[src/hdl/axlu_pkg.sv]
// ----------------------------------------------------------------------------
// axlu_pkg
// Shared constants, register codes and controller/datapath interface types
// for the linear interpolation upsampler.
// ----------------------------------------------------------------------------
package axlu_pkg;

	localparam int MAX_INPUT_COUNT  = 4096;
	localparam int MAX_FILL_PER_GAP = 62;

	localparam int SAMPLE_W  = 32;
	localparam int CNT_W     = 13;
	localparam int IDX_W     = $clog2(MAX_INPUT_COUNT);
	localparam int FILL_W    = 6;
	localparam int DIFF_W    = SAMPLE_W + 1;
	localparam int DIVR_W    = 13;
	localparam int DIV_STEPS = DIFF_W;
	localparam int DIV_CNT_W = $clog2(DIV_STEPS);

	localparam logic [CNT_W-1:0] TARGET_RESET = CNT_W'(2);
	localparam logic [CNT_W-1:0] COUNT_RESET  = CNT_W'(2);

	// configuration register indexes
	localparam logic REG_TARGET_POINTS = 1'b0;
	localparam logic REG_INPUT_COUNT   = 1'b1;

	typedef struct packed {
		logic accept;
		logic emit_prev;
		logic emit_fill;
		logic emit_last;
		logic mode_load;
		logic step_load;
		logic finish;
	} axlu_cmd_t;

	typedef struct packed {
		logic idx_zero;
		logic need_div;
		logic n_one;
		logic is_last;
		logic f_zero;
		logic fill_last;
		logic div_busy;
		logic out_free;
	} axlu_sts_t;

endpackage

[src/hdl/axlu_div.sv]
// ----------------------------------------------------------------------------
// axlu_div
// Restoring serial divider, one quotient bit per cycle, unsigned operands.
// ----------------------------------------------------------------------------
module axlu_div (
	input  logic                             clk,
	input  logic                             arst_n,
	input  logic                             start,
	input  logic [axlu_pkg::DIFF_W-1:0]      dividend,
	input  logic [axlu_pkg::DIVR_W-1:0]      divisor,
	output logic                             busy,
	output logic [axlu_pkg::DIFF_W-1:0]      quotient,
	output logic [axlu_pkg::DIVR_W-1:0]      remainder
);

	logic                              busy_q;
	logic [axlu_pkg::DIV_CNT_W-1:0]    cnt_q;
	logic [axlu_pkg::DIVR_W-1:0]       rem_q;
	logic [axlu_pkg::DIFF_W-1:0]       quo_q;
	logic [axlu_pkg::DIVR_W-1:0]       dvs_q;
	logic [axlu_pkg::DIVR_W:0]         trial;
	logic [axlu_pkg::DIVR_W:0]         trial_sub;
	logic                              fits;

	always_comb begin
		trial     = {rem_q, quo_q[axlu_pkg::DIFF_W-1]};
		fits      = trial >= {1'b0, dvs_q};
		trial_sub = trial - {1'b0, dvs_q};
	end

	always_ff @(posedge clk or negedge arst_n) begin
		if (!arst_n) begin
			busy_q <= 1'b0;
			cnt_q  <= '0;
		end else if (start) begin
			busy_q <= 1'b1;
			cnt_q  <= '0;
		end else if (busy_q) begin
			if (cnt_q == axlu_pkg::DIV_CNT_W'(axlu_pkg::DIV_STEPS - 1)) begin
				busy_q <= 1'b0;
			end
			cnt_q <= cnt_q + axlu_pkg::DIV_CNT_W'(1);
		end
	end

	always_ff @(posedge clk) begin
		if (start) begin
			rem_q <= '0;
			quo_q <= dividend;
			dvs_q <= divisor;
		end else if (busy_q) begin
			rem_q <= fits ? trial_sub[axlu_pkg::DIVR_W-1:0] : trial[axlu_pkg::DIVR_W-1:0];
			quo_q <= {quo_q[axlu_pkg::DIFF_W-2:0], fits};
		end
	end

	assign busy      = busy_q;
	assign quotient  = quo_q;
	assign remainder = rem_q;

endmodule

[src/hdl/axlu_dp.sv]
// ----------------------------------------------------------------------------
// axlu_dp
// Datapath: config registers, sequence state, gap setup, fill accumulator,
// shared serial divider and output register.
// ----------------------------------------------------------------------------
module axlu_dp (
	input  logic                                clk,
	input  logic                                arst_n,
	input  axlu_pkg::axlu_cmd_t                 cmd,
	output axlu_pkg::axlu_sts_t                 sts,
	input  logic signed [axlu_pkg::SAMPLE_W-1:0] sample,
	input  logic                                cfg_valid,
	input  logic                                cfg_index,
	input  logic [axlu_pkg::CNT_W-1:0]          cfg_data,
	input  logic                                out_stall,
	output logic                                out_valid,
	output logic signed [axlu_pkg::SAMPLE_W-1:0] value,
	output logic                                is_original,
	output logic                                last,
	output logic                                config_error
);

	localparam int SW = axlu_pkg::SAMPLE_W;
	localparam int DW = axlu_pkg::DIFF_W;
	localparam int CW = axlu_pkg::CNT_W;
	localparam int IW = axlu_pkg::IDX_W;
	localparam int FW = axlu_pkg::FILL_W;
	localparam int RW = axlu_pkg::DIVR_W;

	// control state
	logic [CW-1:0]  tgt_q;
	logic [CW-1:0]  count_q;
	logic [IW-1:0]  idx_q;
	logic [FW-1:0]  base_q;
	logic [IW-1:0]  extra_q;
	logic           err_q;
	logic [SW-1:0]  prev_q;
	logic           out_valid_q;
	logic [FW-1:0]  k_q;

	// per-item payload
	logic [SW-1:0]  x_q;
	logic           is_last_q;
	logic [FW-1:0]  f_q;
	logic           neg_q;
	logic [DW-1:0]  step_q;
	logic [DW-1:0]  acc_q;
	logic [SW-1:0]  value_q;
	logic           orig_q;
	logic           last_q;
	logic           err_out_q;

	logic [CW-1:0]  n_eff;
	logic           n_one;
	logic           n_ge_tgt;
	logic [IW-1:0]  gaps;
	logic [CW-1:0]  extra_pts;
	logic           idx_zero;
	logic           need_div;
	logic [IW-1:0]  gap;
	logic [FW:0]    f_wide;
	logic [FW-1:0]  f_now;
	logic           last_now;
	logic [DW-1:0]  diff;
	logic [DW-1:0]  mag;
	logic           div_start;
	logic [DW-1:0]  div_dividend;
	logic [RW-1:0]  div_divisor;
	logic           div_busy;
	logic [DW-1:0]  div_q;
	logic [RW-1:0]  div_r;
	logic [CW:0]    most;
	logic           mode_err;
	logic [DW-1:0]  fill_sum;
	logic [DW-1:0]  step_val;
	logic           out_free;

	always_comb begin
		if (count_q == '0) begin
			n_eff = CW'(1);
		end else if (count_q > CW'(axlu_pkg::MAX_INPUT_COUNT)) begin
			n_eff = CW'(axlu_pkg::MAX_INPUT_COUNT);
		end else begin
			n_eff = count_q;
		end
		n_one     = n_eff == CW'(1);
		n_ge_tgt  = n_eff >= tgt_q;
		gaps      = IW'(n_eff - CW'(1));
		extra_pts = tgt_q - n_eff;
		idx_zero  = idx_q == '0;
		need_div  = idx_zero && !n_ge_tgt && !n_one;

		// fills for the gap that ends at the incoming sample
		gap    = idx_q - IW'(1);
		f_wide = {1'b0, base_q} + {{FW{1'b0}}, (gap < extra_q)};
		if (err_q) begin
			f_now = '0;
		end else if (f_wide > (FW+1)'(axlu_pkg::MAX_FILL_PER_GAP)) begin
			f_now = FW'(axlu_pkg::MAX_FILL_PER_GAP);
		end else begin
			f_now = f_wide[FW-1:0];
		end
		last_now = ({1'b0, idx_q} + CW'(1)) >= n_eff;

		diff = {sample[SW-1], sample} - {prev_q[SW-1], prev_q};
		mag  = diff[DW-1] ? (DW'(0) - diff) : diff;

		div_start = cmd.accept && (need_div || (!idx_zero && (f_now != '0)));
		if (idx_zero) begin
			div_dividend = DW'(extra_pts);
			div_divisor  = RW'(gaps);
		end else begin
			div_dividend = mag;
			div_divisor  = RW'(f_now) + RW'(1);
		end

		most     = {1'b0, div_q[CW-1:0]} + {{CW{1'b0}}, (div_r != '0)};
		mode_err = (div_q[DW-1:CW] != '0)
			|| (most > (CW+1)'(axlu_pkg::MAX_FILL_PER_GAP));

		step_val = neg_q ? (DW'(0) - div_q) : div_q;
		fill_sum = acc_q + step_q;
		out_free = !out_valid_q || !out_stall;
	end

	axlu_div u_div (
		.clk       (clk),
		.arst_n    (arst_n),
		.start     (div_start),
		.dividend  (div_dividend),
		.divisor   (div_divisor),
		.busy      (div_busy),
		.quotient  (div_q),
		.remainder (div_r)
	);

	always_ff @(posedge clk or negedge arst_n) begin
		if (!arst_n) begin
			tgt_q       <= axlu_pkg::TARGET_RESET;
			count_q     <= axlu_pkg::COUNT_RESET;
			idx_q       <= '0;
			base_q      <= '0;
			extra_q     <= '0;
			err_q       <= 1'b0;
			prev_q      <= '0;
			out_valid_q <= 1'b0;
			k_q         <= '0;
		end else begin
			if (cfg_valid) begin
				case (cfg_index)
					axlu_pkg::REG_TARGET_POINTS: tgt_q   <= cfg_data;
					axlu_pkg::REG_INPUT_COUNT:   count_q <= cfg_data;
					default: ;
				endcase
			end

			// mode choice at sequence start when no division is needed
			if (cmd.accept && idx_zero && !need_div) begin
				base_q  <= '0;
				extra_q <= '0;
				err_q   <= n_one && !n_ge_tgt;
			end

			if (cmd.mode_load) begin
				if (mode_err) begin
					base_q  <= '0;
					extra_q <= '0;
					err_q   <= 1'b1;
				end else begin
					base_q  <= div_q[FW-1:0];
					extra_q <= div_r[IW-1:0];
					err_q   <= 1'b0;
				end
			end

			if (cmd.step_load) begin
				k_q <= '0;
			end else if (cmd.emit_fill) begin
				k_q <= k_q + FW'(1);
			end

			if (cmd.finish) begin
				idx_q  <= is_last_q ? '0 : idx_q + IW'(1);
				prev_q <= x_q;
			end

			if (cmd.emit_prev || cmd.emit_fill || cmd.emit_last) begin
				out_valid_q <= 1'b1;
			end else if (!out_stall) begin
				out_valid_q <= 1'b0;
			end
		end
	end

	always_ff @(posedge clk) begin
		if (cmd.accept) begin
			x_q       <= sample;
			is_last_q <= last_now;
			f_q       <= idx_zero ? '0 : f_now;
			neg_q     <= diff[DW-1];
		end

		if (cmd.step_load) begin
			step_q <= step_val;
			acc_q  <= {prev_q[SW-1], prev_q};
		end else if (cmd.emit_fill) begin
			acc_q <= fill_sum;
		end

		if (cmd.emit_prev) begin
			value_q   <= prev_q;
			orig_q    <= 1'b1;
			last_q    <= 1'b0;
			err_out_q <= err_q;
		end else if (cmd.emit_fill) begin
			value_q   <= fill_sum[SW-1:0];
			orig_q    <= 1'b0;
			last_q    <= 1'b0;
			err_out_q <= err_q;
		end else if (cmd.emit_last) begin
			value_q   <= x_q;
			orig_q    <= 1'b1;
			last_q    <= 1'b1;
			err_out_q <= err_q;
		end
	end

	always_comb begin
		sts.idx_zero  = idx_zero;
		sts.need_div  = need_div;
		sts.n_one     = n_one;
		sts.is_last   = is_last_q;
		sts.f_zero    = f_q == '0;
		sts.fill_last = k_q == (f_q - FW'(1));
		sts.div_busy  = div_busy;
		sts.out_free  = out_free;
	end

	assign out_valid    = out_valid_q;
	assign value        = value_q;
	assign is_original  = orig_q;
	assign last         = last_q;
	assign config_error = err_out_q;

endmodule

[src/hdl/axlu_ctrl.sv]
// ----------------------------------------------------------------------------
// axlu_ctrl
// Sequencer: takes one sample at a time, waits on the divider and steps the
// datapath through the previous sample, the fills and the closing sample.
// ----------------------------------------------------------------------------
module axlu_ctrl (
	input  logic                clk,
	input  logic                arst_n,
	input  logic                in_valid,
	output logic                in_stall,
	input  axlu_pkg::axlu_sts_t sts,
	output axlu_pkg::axlu_cmd_t cmd
);

	typedef enum logic [2:0] {
		S_IDLE,
		S_MODE_WAIT,
		S_PREV,
		S_STEP_WAIT,
		S_FILL,
		S_LAST,
		S_FIN
	} state_t;

	state_t state_q;

	always_comb begin
		cmd           = '0;
		cmd.accept    = (state_q == S_IDLE) && in_valid;
		cmd.mode_load = (state_q == S_MODE_WAIT) && !sts.div_busy;
		cmd.emit_prev = (state_q == S_PREV) && sts.out_free;
		cmd.step_load = (state_q == S_STEP_WAIT) && !sts.div_busy;
		cmd.emit_fill = (state_q == S_FILL) && sts.out_free;
		cmd.emit_last = (state_q == S_LAST) && sts.out_free;
		cmd.finish    = state_q == S_FIN;
		in_stall      = state_q != S_IDLE;
	end

	always_ff @(posedge clk or negedge arst_n) begin
		if (!arst_n) begin
			state_q <= S_IDLE;
		end else begin
			case (state_q)
				S_IDLE: begin
					if (in_valid) begin
						if (!sts.idx_zero) begin
							state_q <= S_PREV;
						end else if (sts.need_div) begin
							state_q <= S_MODE_WAIT;
						end else if (sts.n_one) begin
							state_q <= S_LAST;
						end else begin
							state_q <= S_FIN;
						end
					end
				end
				S_MODE_WAIT: begin
					if (!sts.div_busy) begin
						state_q <= S_FIN;
					end
				end
				S_PREV: begin
					if (sts.out_free) begin
						if (!sts.f_zero) begin
							state_q <= S_STEP_WAIT;
						end else if (sts.is_last) begin
							state_q <= S_LAST;
						end else begin
							state_q <= S_FIN;
						end
					end
				end
				S_STEP_WAIT: begin
					if (!sts.div_busy) begin
						state_q <= S_FILL;
					end
				end
				S_FILL: begin
					// last fill of the gap goes out this cycle
					if (sts.out_free && sts.fill_last) begin
						state_q <= sts.is_last ? S_LAST : S_FIN;
					end
				end
				S_LAST: begin
					if (sts.out_free) begin
						state_q <= S_FIN;
					end
				end
				S_FIN: begin
					state_q <= S_IDLE;
				end
				default: begin
					state_q <= S_IDLE;
				end
			endcase
		end
	end

endmodule

[src/hdl/axis_linear_upsampler_core.sv]
// ----------------------------------------------------------------------------
// axis_linear_upsampler_core
// Pads a sequence of Q16.16 samples up to a target point count by linear
// interpolation; later samples emit the previous one and the gap's fills.
// ----------------------------------------------------------------------------
//   channel | handshake              | payload
//   --------+------------------------+-----------------------------------------
//   in      | in_valid / in_stall    | sample
//   out     | out_valid / out_stall  | value, is_original, last, config_error
//   cfg     | cfg_valid / cfg_ready  | cfg_index, cfg_data
//
// One sample at a time. A sample whose gap has fills waits on the 33-step
// serial divider that forms the step before its fills go out; the first sample
// of a sequence that needs fills waits on it for the fills-per-gap division.
// Reset is asynchronous and leaves target_points = 2, input_count = 2.
// A single output register lets the next sample in while the last beat waits.
// ----------------------------------------------------------------------------
module axis_linear_upsampler_core (
	input  logic                                clk,
	input  logic                                arst_n,
	input  logic                                in_valid,
	output logic                                in_stall,
	input  logic signed [axlu_pkg::SAMPLE_W-1:0] sample,
	output logic                                out_valid,
	input  logic                                out_stall,
	output logic signed [axlu_pkg::SAMPLE_W-1:0] value,
	output logic                                is_original,
	output logic                                last,
	output logic                                config_error,
	input  logic                                cfg_valid,
	output logic                                cfg_ready,
	input  logic                                cfg_index,
	input  logic [axlu_pkg::CNT_W-1:0]          cfg_data
);

	axlu_pkg::axlu_cmd_t cmd;
	axlu_pkg::axlu_sts_t sts;

	assign cfg_ready = 1'b1;

	axlu_ctrl u_ctrl (
		.clk      (clk),
		.arst_n   (arst_n),
		.in_valid (in_valid),
		.in_stall (in_stall),
		.sts      (sts),
		.cmd      (cmd)
	);

	axlu_dp u_dp (
		.clk          (clk),
		.arst_n       (arst_n),
		.cmd          (cmd),
		.sts          (sts),
		.sample       (sample),
		.cfg_valid    (cfg_valid),
		.cfg_index    (cfg_index),
		.cfg_data     (cfg_data),
		.out_stall    (out_stall),
		.out_valid    (out_valid),
		.value        (value),
		.is_original  (is_original),
		.last         (last),
		.config_error (config_error)
	);

	// a fill is never the closing beat and never carries the error flag
	a_fill_not_last: assert property (@(posedge clk) disable iff (!arst_n)
		(out_valid && !is_original) |-> (!last && !config_error))
		else $error("fill beat marked last or flagged");

	// every accepted sample keeps the sequencer busy in the next cycle
	a_accept_busy: assert property (@(posedge clk) disable iff (!arst_n)
		(in_valid && !in_stall) |=> in_stall)
		else $error("sequencer idle right after accept");

	// the divider has finished whenever the sequencer is ready for a sample
	a_div_idle: assert property (@(posedge clk) disable iff (!arst_n)
		!in_stall |-> !sts.div_busy)
		else $error("divider busy while accepting samples");

endmodule
[config.mk]
export PLATFORM = sky130hd
export DESIGN_NAME = axis_linear_upsampler_core
export DESIGN_NICKNAME = d
export VERILOG_FILES = /design/src/hdl/axlu_pkg.sv /design/src/hdl/axlu_div.sv /design/src/hdl/axlu_dp.sv /design/src/hdl/axlu_ctrl.sv /design/src/hdl/axis_linear_upsampler_core.sv
export SDC_FILE = /design/constraint.sdc
export NUM_CORES = 1
export LEC_CHECK = 0
export ABC_AREA = 0
export ABC_CLOCK_PERIOD_IN_PS = 6730
export BUFFER_PORTS_ARGS = -buffer_cell sky130_fd_sc_hd__buf_2
export CAP_MARGIN = 20
export CELL_PAD_IN_SITES_DETAIL_PLACEMENT = 1
export CELL_PAD_IN_SITES_GLOBAL_PLACEMENT = 2
export CORE_ASPECT_RATIO = 1.5
export CORE_MARGIN = 1.5
export CORE_UTILIZATION = 41
export DETAILED_ROUTE_END_ITERATION = 12
export GPL_TIMING_DRIVEN = 0
export PLACE_DENSITY_LB_ADDON = 0.1
export SLEW_MARGIN = 30
export SYNTH_ARGS = -nofsm -noshare
export SYNTH_HDL_FRONTEND = slang
export SYNTH_SLANG_ARGS = --single-unit
[constraint.sdc]
create_clock -name clk -period 6.73 [get_ports clk]
set_input_delay 0.3365 -clock clk [delete_from_list [all_inputs] [get_ports clk]]
set_output_delay 0.3365 -clock clk [all_outputs]
set_load 0.1 [all_outputs]
==> metrics.md <==
| Metric | Value |
|---|---|
| Worst R2R Path Depth | `29` |
| Min-Delay Path Class | `primary input to flop` |
| PortBufs | `87` |
| Row cnt | `99` |
| Final wirelength | `67700 microns` |
| CTS tree | `yes` |
| CTS Root Cell | `clkbuf_16` |
| Largest net degree at the start of global routing | `74` |
| Number of flops mapped to enable cells by yosys | `182` |
| CTS buffer count | `36` |
| Outcome | `finished clean` |
| # IOs | `89` |
| Final Util | `0.475` |
| Async set-or-reset flop fraction in the synthesized netlist | `0.350` |
| Tmin final | `6.23 ns` |
| Nature of the critical path startpoint | `flop` |
| H-Tree Depth | `2` |
| CP peak stage delay | `0.47 ns` |
| Vias in the first global route | `17.9k` |
| Vias per std cell | `roughly 5.7` |
| Pwr dens | `around 540 nW/um^2` |
| First DRT Iteration DRCs | `688` |
| Filler cell count | `5585` |
| Cells after DPL | `2846` |
| Most frequent CP cell | `ha_1` |
| Starting Density | `0.415` |
| Final setup violation count | `0` |
| Reg-to-reg endpoint | `u_dp.u_div.quotient[6]` |
| Final worst-path cycle share | `0.925` |
| Fin cells | `2927` |
| Core Region | `48600 sq um` |
| First-pass GRT wire length | `104000 microns` |
| Clock buffer depth | `3` |
| Avg WL per Cell | `23.1 microns` |
| Worst hold path cell count | `1` |
| Hold slack | `about 0.021 ns` |
| Delay-heaviest family, CP | `compound AO/OA/AOI/OAI gates` |
| Final clock skew | `0.0226 ns` |
| Reg clk slew, reported paths | `0.06 ns` |
| Via count | `~17k` |
| Router iterations before antenna repair | `5` |
| Synth cell types | `96` |
| GR Overflow Total | `0` |
| Mean post-synth cell area | `9.62 sq um` |
| Top_reg_cell synth | `edfxtp_1` |
| Post CTS Setup Buffer Count | `0` |
| RSZ-0062 raised after global routing | `false` |
| Netlist Area Pre-Place | `20100 sq um` |
| Worst Path Arrival | `6.51 ns` |
| GRT Util Overall | `0.272` |
| CP Max Fanout | `25` |
| Synth Net Count | `2277` |
| Crit-path slowest cell | `dfrtp_2` |
| Dpl ws | `0.306 ns` |
| Post-synthesis sequential area ratio | `0.418` |
| Clock latency on the worst-skew pair | `0.54 ns` |
| WP buf/inv | `6` |
| Worst-Margin Slew | `0.990 ns` |
| Nets | `between 2k and 2.5k` |
| Worst Hold Path EP | `u_dp.x_q[15]` |
| Mapped Cells | `around 2.1k` |
| Share of layout cells above drive strength 1 | `0.131` |
| Crit end category | `flop` |
| Die area | `50500 sq um` |
| Worst slew margin relative to its limit | `0.340` |
| Ys Warns | `0` |
| Area Growth Syn to Fin | `14.5%` |
| Reg-to-reg slack, setup | `0.50 ns` |
| Clock Sinks | `303` |
| Post-DP HPWL | `53700 microns` |
| Endpoints failing hold | `0` |
| Max Clk Rate | `0.161 GHz` |
| Yosys reg bits | `a little over 300` |
| Die height | `274 microns` |
| Worst R2R Start | `u_dp.idx_q[0]` |
| Crit path kind | `flop to flop` |
| GP Congestion | `0.890` |
| DIE WIDTH | `184 microns` |
| Crit path required time | `between 7 and 8 ns` |
| Slew Limit Fails | `0` |
| VDD IR max | `0.272 mV` |
| DRT antenna net count | `0` |
| # DRC | `0` |
| LEAKAGE | `~0.0093 uW` |
| Maxcap violations | `0` |
| Final worst setup slack | `0.505 ns` |
| Hold wc startpoint | `sample[15]` |
| Initial antenna violation count | `0` |
area by class of cell:
| type | instances | area, sq um | area share |
|---|---|---|---|
| antenna | 1 | 2.50 | 0.000108 |
| clock buffer | 46 | 990 | 0.0429 |
| sequential | 303 | 8420 | 0.365 |
| clock inverter | 18 | 241 | 0.0105 |
| tap | 656 | 821 | 0.0356 |
| inverter | 112 | 420 | 0.0182 |
| timing repair buffer | 112 | 806 | 0.0349 |
| multi-input combinational | 1582 | 10900 | 0.475 |
| buffer | 97 | 418 | 0.0181 |
power breakdown:
group | internal (uW) | total [uW] | switching, uW
Combinational | 2350 | 7020 | 4670
Sequential | 2830 | 3340 | 515
Clock | 1240 | 2070 | 831
Total | 6410 | 12400 | 6020
cells in the final DEF, fill, tap and decap left out, drive strengths merged, types with 11 or more instances in the layout:
| master | Yosys | routed |
|---|---|---|
| and3 | 21 | 21 |
| a21oi | 131 | 131 |
| or2 | 11 | 11 |
| xnor2 | 101 | 101 |
| buf | 30 | 126 |
| clkinv | 1 | 12 |
| dfrtp | 104 | 104 |
| a211oi | 16 | 16 |
| nand2b | 26 | 26 |
| dfxtp | 15 | 15 |
| o211ai | 15 | 15 |
| o21a | 16 | 16 |
| inv | 111 | 112 |
| ha | 128 | 128 |
| edfxtp | 182 | 182 |
| mux2i | 15 | 15 |
| a31oi | 18 | 18 |
| or3 | 22 | 22 |
| nand2 | 198 | 198 |
| a22oi | 30 | 30 |
| o31ai | 28 | 28 |
| and2 | 12 | 12 |
| nor2b | 20 | 20 |
| o21ai | 193 | 193 |
| clkbuf | 67 | 113 |
| mux2 | 61 | 61 |
| xor2 | 61 | 61 |
| nor3 | 53 | 53 |
| a21o | 32 | 32 |
| nand4 | 34 | 34 |
| nor4 | 19 | 19 |
| nor2 | 132 | 132 |
| a22o | 24 | 24 |
| dlygate4sd3 | 0 | 16 |
| nand3 | 44 | 44 |
Yosys cell counts, drive strengths merged (11+ instances only):
cell / n / area, sq um
o31ai: 28 / 225
nor2b: 20 / 125
xnor2: 101 / 903
a21o: 32 / 240
mux2i: 15 / 150
and2: 12 / 75.1
ha: 128 / 1600
buf: 30 / 159
a22oi: 30 / 225
or3: 22 / 138
o21a: 16 / 128
nand3: 44 / 225
a21oi: 131 / 663
clkbuf: 67 / 251
nand2: 198 / 743
a31oi: 18 / 113
or2: 11 / 68.8
nand2b: 26 / 163
o211ai: 15 / 118
dfrtp: 104 / 2600
o21ai: 193 / 973
mux2: 61 / 687
a211oi: 16 / 135
dfxtp: 15 / 300
and3: 21 / 136
edfxtp: 182 / 5470
nand4: 34 / 228
nor2: 132 / 498
nor3: 53 / 265
inv: 111 / 417
xor2: 61 / 542
a22o: 24 / 210
nor4: 19 / 146
flip-flops by register name, summed over array words and instances, names as in the netlist, 12 cells and up:
| register | count |
|---|---|
| u_dp.u_div.quotient | 33 |
| u_dp.acc_q | 32 |
| u_dp.prev_q | 32 |
| u_dp.step_q | 32 |
| u_dp.value | 32 |
| u_dp.x_q | 32 |
| u_dp.count_q | 13 |
| u_dp.tgt_q | 13 |
| u_dp.u_div.remainder | 13 |
| u_dp.extra_q | 12 |
| u_dp.idx_q | 12 |
| u_dp.u_div.dvs_q | 12 |
repair_timing:
action | in CTS | in global routing
endpoints found under the hold margin | 48 | 0
gates resized for setup | 0 | 2
setup endpoints to repair | 0 | 33
hold buffers | 16 | 0
worst register-to-register path, delay by kind of cell (launching register included):
family	cells	cell delay, ns
AND/OR/NAND/NOR	5	0.86
buffers and inverters	6	1.28
adder cells (fa/ha/maj)	5	1.32
AO/OA/AOI/OAI	13	2.03
flip-flops	1	0.47
cell families (layout without fill, tap and decap cells):
logic type,after synthesis,after routing,share of synthesized area
multiplexers,76,76,0.0416
XOR/XNOR,162,162,0.0717
flip-flops,303,303,0.418
adder cells (fa/ha/maj),132,132,0.0835
AO/OA/AOI/OAI,593,593,0.192
AND/OR/NAND/NOR,618,618,0.152
buffers and inverters,209,385,0.0412
other,1,2,0.000186
worst max path at each step:
stage	start	to	slack, ns	cells after the start
2_1_floorplan	u_dp.idx_q[0]	u_dp.u_div.quotient[0]	1.18	27
3_3_place_gp	u_ctrl.state_q[1]	u_dp.u_div.quotient[8]	-1.14	8
3_5_place_dp	u_dp.idx_q[0]	u_dp.u_div.quotient[11]	0.31	29
4_1_cts	u_dp.idx_q[0]	u_dp.u_div.quotient[16]	0.27	29
5_1_grt	u_dp.idx_q[0]	u_dp.u_div.quotient[6]	0.02	29
6_report	u_dp.idx_q[0]	u_dp.u_div.quotient[6]	0.50	29
per-layer routing:
layer  GRT usage  vias up  part of all wire
met5           0        -                 0
met1       0.288     8406              0.38
li1            -     7981                 -
met4       0.120        0             0.047
met3      0.0239       95             0.023
met2       0.537      226              0.55
stage by stage:
step	instance area, sq um	total power, uW	setup TNS, ns
floorplan	20100	8270	0
global placement	21400	10100	-49.11
detailed placement	21700	10400	0
CTS	23100	12500	0
global route	23100	13200	0
finish	23100	12400	0
Power figures use the tool's default switching activity.
